--- src/rtl/gyro_rate_conditioner_defines.svh ---
// Assertion macros shared by the gyro rate conditioner RTL
`ifndef GYRO_RATE_CONDITIONER_DEFINES_SVH
`define GYRO_RATE_CONDITIONER_DEFINES_SVH

// same-cycle implication, sampled on clk, off during reset
`define GRC_ASSERT_IMP(label, ante, cons, msg) \
    label: assert property (@(posedge clk) disable iff (!rst_n) (ante) |-> (cons)) \
        else $error(msg);

// next-cycle implication, sampled on clk, off during reset
`define GRC_ASSERT_NXT(label, ante, cons, msg) \
    label: assert property (@(posedge clk) disable iff (!rst_n) (ante) |=> (cons)) \
        else $error(msg);

`endif

--- src/rtl/grc_pkg.sv ---
// Shared types and constants for the gyro rate conditioner
package grc_pkg;

    // configuration port
    localparam int CFG_IDX_W  = 3;
    localparam int CFG_DATA_W = 17;

    localparam logic [CFG_IDX_W-1:0] REG_SMOOTHING    = 3'd0;
    localparam logic [CFG_IDX_W-1:0] REG_DEADBAND     = 3'd1;
    localparam logic [CFG_IDX_W-1:0] REG_SENS_X       = 3'd2;
    localparam logic [CFG_IDX_W-1:0] REG_SENS_Y       = 3'd3;
    localparam logic [CFG_IDX_W-1:0] REG_INVERT_PITCH = 3'd4;
    localparam logic [CFG_IDX_W-1:0] REG_INVERT_YAW   = 3'd5;
    localparam logic [CFG_IDX_W-1:0] REG_MIRROR_MODE  = 3'd6;

    // field widths
    localparam int GYRO_W   = 16;
    localparam int DT_W     = 16;
    localparam int GAIN_W   = 16;
    localparam int SMOOTH_W = 17;
    localparam int DB_W     = 15;
    localparam int ALPHA_W  = 17;
    localparam int STATE_W  = 24;
    localparam int DELTA_W  = 32;

    // axis positions
    localparam int AXIS_X = 0;
    localparam int AXIS_Y = 1;
    localparam int AXIS_Z = 2;

    // alpha = 65536 - floor(y / 5), y = (19*sm + 10) >> 2, via reciprocal
    localparam logic [SMOOTH_W-1:0] SMOOTH_MAX = 17'd65536;
    localparam logic [18:0]         RECIP5     = 19'd419431;
    localparam int                  RECIP5_SH  = 21;

    // reset gains, Q8.8 unity
    localparam logic [GAIN_W-1:0] GAIN_UNITY = 16'd256;

    // per-lane step strobes from the sequencer
    typedef struct packed {
        logic clear;     // inactive item: zero state and result
        logic mul;       // alpha * (g<<8 - s)
        logic upd;       // s += rounded step
        logic scl_dt;    // deadbanded rate * dt
        logic scl_gain;  // * gain
        logic fin;       // sign, round, saturate
    } grc_lane_ctrl_t;

endpackage

--- src/rtl/grc_lane.sv ---
// One axis lane: moving-average update, deadband, dt and gain scaling
module grc_lane import grc_pkg::*; (
    input  logic                       clk,
    input  logic                       rst_n,
    input  grc_lane_ctrl_t             ctrl,
    input  logic        [ALPHA_W-1:0]  alpha,
    input  logic        [DB_W-1:0]     deadband,
    input  logic signed [GYRO_W-1:0]   gyro,
    input  logic        [DT_W-1:0]     dt,
    input  logic        [GAIN_W-1:0]   gain,
    input  logic                       neg,
    output logic signed [DELTA_W-1:0]  result
);

    localparam int DIFF_W = STATE_W + 1;                 // 25
    localparam int PROD_W = DIFF_W + ALPHA_W + 1;        // 43
    localparam int M1_W   = STATE_W + DT_W + 1;          // 41
    localparam int P_W    = M1_W + GAIN_W + 1;           // 58
    localparam int R_W    = P_W - 18;                    // 40

    logic signed [STATE_W-1:0] s_reg;
    logic signed [PROD_W-1:0]  prod_reg;
    logic signed [M1_W-1:0]    m1_reg;
    logic signed [P_W-1:0]     p_reg;
    logic signed [DELTA_W-1:0] res_reg;

    logic signed [DIFF_W-1:0]  diff;
    logic signed [PROD_W-1:0]  prod_next;
    logic signed [PROD_W-1:0]  step_sum;
    logic signed [STATE_W-1:0] s_next;
    logic signed [STATE_W-1:0] db;
    logic signed [STATE_W-1:0] v;
    logic signed [M1_W-1:0]    m1_next;
    logic signed [P_W-1:0]     p_next;
    logic signed [P_W-1:0]     p_rnd;
    logic signed [R_W-1:0]     r_full;
    logic signed [DELTA_W-1:0] res_next;

    // error term and its weighting
    always_comb
    begin
        diff      = DIFF_W'($signed({gyro, 8'h00})) - DIFF_W'(s_reg);
        prod_next = PROD_W'($signed({1'b0, alpha}) * diff);
    end

    // round half up; the new value lies between s and g<<8, so 24 bits hold it
    always_comb
    begin
        step_sum = prod_reg + PROD_W'(32768);
        s_next   = s_reg + step_sum[STATE_W+15:16];
    end

    // strict deadband around zero
    always_comb
    begin
        db = $signed({1'b0, deadband, 8'h00});
        if ((s_reg > -db) && (s_reg < db))
            v = '0;
        else
            v = s_reg;
        m1_next = M1_W'(v * $signed({1'b0, dt}));
        p_next  = P_W'(m1_reg * $signed({1'b0, gain}));
    end

    // optional negation folded into the rounding add, then saturate
    always_comb
    begin
        if (neg)
            p_rnd = ~p_reg + P_W'(131073);
        else
            p_rnd = p_reg + P_W'(131072);
        r_full = p_rnd[P_W-1:18];
        if (r_full > R_W'(2147483647))
            res_next = 32'sh7fff_ffff;
        else if (r_full < -R_W'(64'sd2147483648))
            res_next = 32'sh8000_0000;
        else
            res_next = r_full[DELTA_W-1:0];
    end

    // filter state
    always_ff @(posedge clk or negedge rst_n)
    begin
        if (!rst_n)
            s_reg <= '0;
        else if (ctrl.clear)
            s_reg <= '0;
        else if (ctrl.upd)
            s_reg <= s_next;
    end

    // datapath registers
    always_ff @(posedge clk)
    begin
        if (ctrl.mul)
            prod_reg <= prod_next;
        if (ctrl.scl_dt)
            m1_reg <= m1_next;
        if (ctrl.scl_gain)
            p_reg <= p_next;
        if (ctrl.clear)
            res_reg <= '0;
        else if (ctrl.fin)
            res_reg <= res_next;
    end

    assign result = res_reg;

endmodule

--- config.mk ---
export PLATFORM = sky130hd
export DESIGN_NAME = grc_lane
export DESIGN_NICKNAME = d
export VERILOG_FILES = /design/src/rtl/gyro_rate_conditioner_defines.svh /design/src/rtl/grc_pkg.sv /design/src/rtl/grc_lane.sv
export SDC_FILE = /design/constraint.sdc
export NUM_CORES = 2
export LEC_CHECK = 0
export ABC_AREA = 1
export BUFFER_PORTS_ARGS = -buffer_cell sky130_fd_sc_hd__clkbuf_2
export CAP_MARGIN = 20
export CORE_MARGIN = 5
export CORE_UTILIZATION = 30
export DETAILED_ROUTE_END_ITERATION = 12
export HOLD_SLACK_MARGIN = 0.05
export SYNTH_ARGS = -nofsm -noshare
export SYNTH_HDL_FRONTEND = slang
export SYNTH_SLANG_ARGS = --single-unit
--- constraint.sdc ---
create_clock -name clk -period 12.2 [get_ports clk]
set_input_delay 1.83 -clock clk [delete_from_list [all_inputs] [get_ports clk]]
set_output_delay 1.83 -clock clk [all_outputs]
set_load 0.05 [all_outputs]
* Word level (Yosys, flattened, before mapping)
Cells that the tools add are included. Widths: inputs -> output; s select.
Cells by class: $add $sub $neg 6, $mul 3, magnitude comparators 4, mux-type cells 6, bitwise gates (word level) 1, reductions and logical operators 2
Operators with widths (number):
- $add 58x19->58 const B | 2
- $mux 24 | 3
- $mux 32 | 2
- $mul 41x17->58 | 1
- $mux 58 | 1
- $not 58->58 | 1
- $mul 24x17->41 | 1
- $add 40x17->40 const B | 1
- $gt 40x32->1 const B | 1
- $lt 40x32->1 const B | 1
- $mul 18x25->40 | 1
- $sub 24x24->25 | 1
- $add 24x24->24 | 1
- $gt 24x24->1 | 1
- $lt 24x24->1 | 1
- $neg 23->24 | 1
- $reduce_bool 2->1 | 1
- $logic_and 1x1->1 | 1
Word-level totals: register bits 195, input port bits 89, output and inout port bits 32, word-level logic and storage cells 27

* Depth between registers and ports, before layout
depth after elaboration 6, depth in mapped cells 53

* Worst setup path after synthesis
OpenSTA, ideal clock, no wires.
path type input -> register, start point in deadband[0], end point reg m1_reg[32] (data pin), setup time 0.265 ns, data arrival time 9.472 ns, data required time 11.935 ns, setup slack 2.463 ns, cell stages on the path 49, path buffers 1, path through inv_1 -> ha_1 -> nand3_1 -> nor2_1 -> nand2_1 -> nor2_1 -> nand3_1 -> nor2_1 -> nand2_1 -> nor2_1 -> nand3_1 -> xor2_1 -> ha_1 -> nand2_1 -> inv_1 -> nand3_1 -> nor3_2 -> nor4b_2 -> [13 not listed] -> fa_1 -> inv_1 -> fa_1 -> fa_1 -> inv_1 -> fa_1 -> inv_1 -> ha_1 -> a21o_1 -> a21boi_0 -> o21ai_0 -> nand2_1 -> nand3_1 -> nand2_1 -> nand2_1 -> a21oi_1 -> o21ai_0 -> xor2_1
Between the ends: word-level cells in the longest chain between the ends 5, elaborated cells on any way between the ends 6, classes of those cells 1 x add/sub; 1 x mul; 2 x order compare; 1 x mux; 1 x reduce/logical
RTL lines:
- start, declared | line grc_lane.sv:7 | input logic [DB_W-1:0] deadband,
- $neg 23->24 | line grc_lane.sv:57 | if ((s_reg > -db) && (s_reg < db))
- $gt 24x24->1 | line grc_lane.sv:57
- $logic_and 1x1->1 (*) | line grc_lane.sv:57
- $mux 24 (*) | line grc_lane.sv:57
- $mul 24x17->41 (*) | line grc_lane.sv:61 | m1_next = M1_W'(v * $signed({1'b0, dt}));
- net m1_next[32] | line grc_lane.sv:33 | logic signed [M1_W-1:0] m1_next;
- end signal, assigned | line grc_lane.sv:98 | m1_reg <= m1_next;
- end, declared | line grc_lane.sv:23 | logic signed [M1_W-1:0] m1_reg;
The timed path passes the listed nets; every way through them passes the cells marked *. A chain may end at the register's enable or synchronous reset.

* Final worst setup path
Ends and elaborated chain as after synthesis.

==> results by group <==
STA
  • Fin crit share: 0.8911
  • Setup violators final: 0
  • Max Fclk: 91.98 MHz
  • Post-layout min period: 10.87 ns
  • Fin. max-slew vios: 0
  • Final Skew: 0.02921 ns
  • RSZ-0062 raised after global routing: no
  • Final Hold Viols: 0
  • Max_slew headroom: 0.2572
  • Least-Margin Pin Slew: 1.114 ns
  • TNS Setup: 0 ns

Outcome
  • Status: finished, final reports clean

Critical path
  • Required time of the critical path: 12.44 ns
  • Slowest stage delay, CP: 0.76 ns
  • Crit path max-delay cell type: nor2_1
  • WS Path Type: in2reg
  • Max FO, Critical Path: 23
  • CP top delay family: adder cells
  • Worst Path Arrival: 11.12 ns
  • Setup crit start kind: primary input
  • CP Buf/Inv Count: 9
  • CP Capture Type: flop

Floorplan
  • Die Ht: 473.3 µm
  • Core area: 214200 µm²
  • Initial Util: 0.3006
  • Die area: 224000 µm²
  • Row cnt: 170
  • IO Count: 121
  • Chip width: 473.3 µm

Placed design
  • IO buf count: 120
  • Routability congestion estimate: 0.9421
  • Detailed placement HPWL: 161300 µm

CTS
  • Post-cts sizing count: 0
  • Number of buffers created by CTS: 17
  • Clock buffer depth: 2
  • Clk_lat worst skew: 0.52 ns
  • CTS hold repair buffers: 0
  • Setup bufs post-CTS: 0
  • TritonCTS clock tree: built
  • CTS clock-pin slew for the worst setup and hold paths: 0.09 ns
  • Root Driver: clkbuf_16
  • CTS sink count: 180
  • # H-tree levels: 4

Detailed routing
  • Final WL: 190500 µm
  • Overall via count from detail_route: 51633
  • DRT iter0 DRCs: 3753
  • Vias/cell: 4.730
  • Drt pass-1 iters: 7
  • Post-route ant nets: 0
  • Drt wl/cell: 17.45 µm
  • Drt drc: 0

Synth
  • Synthesized flop and latch total: 180
  • Post-Synth XOR/XNOR Area: 0.03020
  • Ys Warns: 0
  • Yosys cell types: 58
  • Number of synthesized flops with an enable pin: 124
  • Post-synthesis compound-gate area fraction: 0.05190
  • Main synth FF type: edfxtp_1
  • Syn Std Cell Area: 64390 µm²
  • Async SR Flop Fraction: 0.1333
  • Sequential share of the synthesized area: 0.07710
  • Mapped Avg Cell Area: 7.862 µm²
  • Main combinational cell family by area after synthesis: adder cells
  • Synth Area in Simple Gates: 0.1803
  • Cell count after synthesis: 8190
  • Mux share of post-synthesis cell area: 0.0009327
  • Syn nets: 10072
  • Synth Area in Adders: 0.5101

Cells and area
  • Layout cells sized above 1: 0.03652
  • Layout area overhead: 5.814%
  • Max reg flops: 58
  • Fin nets: 9947

Global route
  • Global route overflow: 0
  • GRT Util Overall: 0.1721
  • First-pass GRT wire length: 307100 µm
  • Vias in the first global route: 55148
  • Initial antenna violation count: 2
  • Pin count of the biggest net entering global routing: 59

Job
  • Max_cap viols: 0

Hold path
  • Worst min path class: reg2reg
metal layers:
layer | share of wire | global-route usage | up-vias
met3 | 0.061 | 0.02295 | 296
li1 | - | - | 23503
met5 | 0 | 0 | -
met1 | 0.44 | 0.2340 | 26134
met4 | 0.028 | 0.04450 | 0
met2 | 0.47 | 0.2896 | 1700
final timing paths:
| path | cells after the start | slack (ns) | endpoint | start |
|---|---|---|---|---|
| setup / recovery | 48 | 1.33 | m1_reg[32] | deadband[0] |
| hold / removal | 2 | 0.53 | result[31] | result[31] |
| setup reg to reg | 29 | 2.93 | prod_reg[38] | s_reg[8] |
| hold reg to reg | 2 | 0.53 | result[31] | result[31] |
| max in group asynchronous | 1 | 10.37 | s_reg[4] | rst_n |
| min in group asynchronous | 1 | 1.35 | s_reg[23] | rst_n |
synthesized netlist by cell type (6+ instances only):
cell type     n  area, µm²
buf_2        14      70.07
nor2_2       18      112.6
inv_1      2198       8250
buf_6         8      90.09
a31oi_1      25      156.4
or2_2        27      168.9
o211ai_1      8      60.06
nor3_1       55      275.3
xnor2_1      83      727.0
a211oi_1      6      45.04
dfrtp_1      24      600.6
clkbuf_1    254      953.4
xor2_1      139       1217
nor4_1       15      93.84
a21oi_1     244       1221
o221ai_1     11      96.34
o31ai_1       6      45.04
nand2_1    1839       6903
mux2i_1       6      60.06
o22ai_1      23      143.9
a21o_1       23      172.7
nand2_2      16      100.1
buf_4        17      127.6
o21ai_0     168      840.8
a21oi_2      11      96.34
ha_1        406       5080
nor2_1      697       2616
nor2_8        7      140.1
nand4_1      41      256.5
o21a_1       17      127.6
inv_2        10      37.54
edfxtp_1    124       3724
fa_1       1387      27770
o21bai_1     16      120.1
a21boi_0      9      67.56
nand3_1     152      760.7
clkinv_1      7      26.28
dfxtp_1      32      640.6
kinds of logic (layout without fill, tap and decap cells):
kind of cell	after synthesis	in the layout
muxes	6	6
buffers and inverters	2520	2408
and+or+nand+nor	2886	2886
xor gates and xnor gates	222	222
other	0	1
DFF	180	180
AOI/OAI and AO/OA	583	583
adders and majority gates	1793	1793
through the flow:
step	cell area [µm²]	utilization	setup WS, ns	hold slack [ns]	instances
after floorplan	64390	-	2.463	0.5771	8190
after global placement	67520	0.3153	0.9574	0.5059	10882
after detailed placement	67520	0.3153	0.8238	0.5091	10882
after CTS	68090	0.3179	1.356	0.5231	10914
after global routing	68130	0.3181	0.3171	0.5401	10916
final	68140	0.3181	1.328	0.5280	10917
worst register-to-register path: cells and delay by family, from the launching register on:
family,cells,cell delay [ns]
AND/OR/NAND/NOR,7,2.01
buffers and inverters,5,0.59
AO/OA/AOI/OAI,8,1.87
adder cells (fa/ha/maj),8,3.77
flip-flops,1,0.54
XOR/XNOR,1,0.23
cell type report:
class,count,area [µm²]
fillers,22837,146100
multi-input cells,5490,49800
inverters,2216,8320
flip-flops and latches,180,4965
well taps,2838,3551
repair buffers,160,933.4
clock buffers,19,452.9
clock inverters,13,108.9
diodes,1,2.502
cell usage in the layout (no fill, tap or decap), types with 8 or more instances in the layout:
cell type / n
nor2_2: 18
nand3_1: 152
o211ai_1: 8
o21ai_0: 168
xnor2_1: 83
a21oi_2: 11
nand4_1: 41
o21a_1: 17
nor3_1: 55
edfxtp_1: 124
o21bai_1: 16
o221ai_1: 11
dfrtp_1: 24
nand2_1: 1839
o22ai_1: 23
buf_4: 38
a21boi_0: 9
nor2_1: 697
nand2_2: 16
a21oi_1: 244
inv_1: 2198
inv_2: 10
clkbuf_16: 17
dfxtp_1: 32
fa_1: 1387
a31oi_1: 25
ha_1: 406
clkbuf_2: 120
xor2_1: 139
or2_2: 27
a21o_1: 23
nor4_1: 15
Power is left out: the tool's default activity adds up to more than one toggle a clock period on the data nets, which glitch-free logic cannot reach.
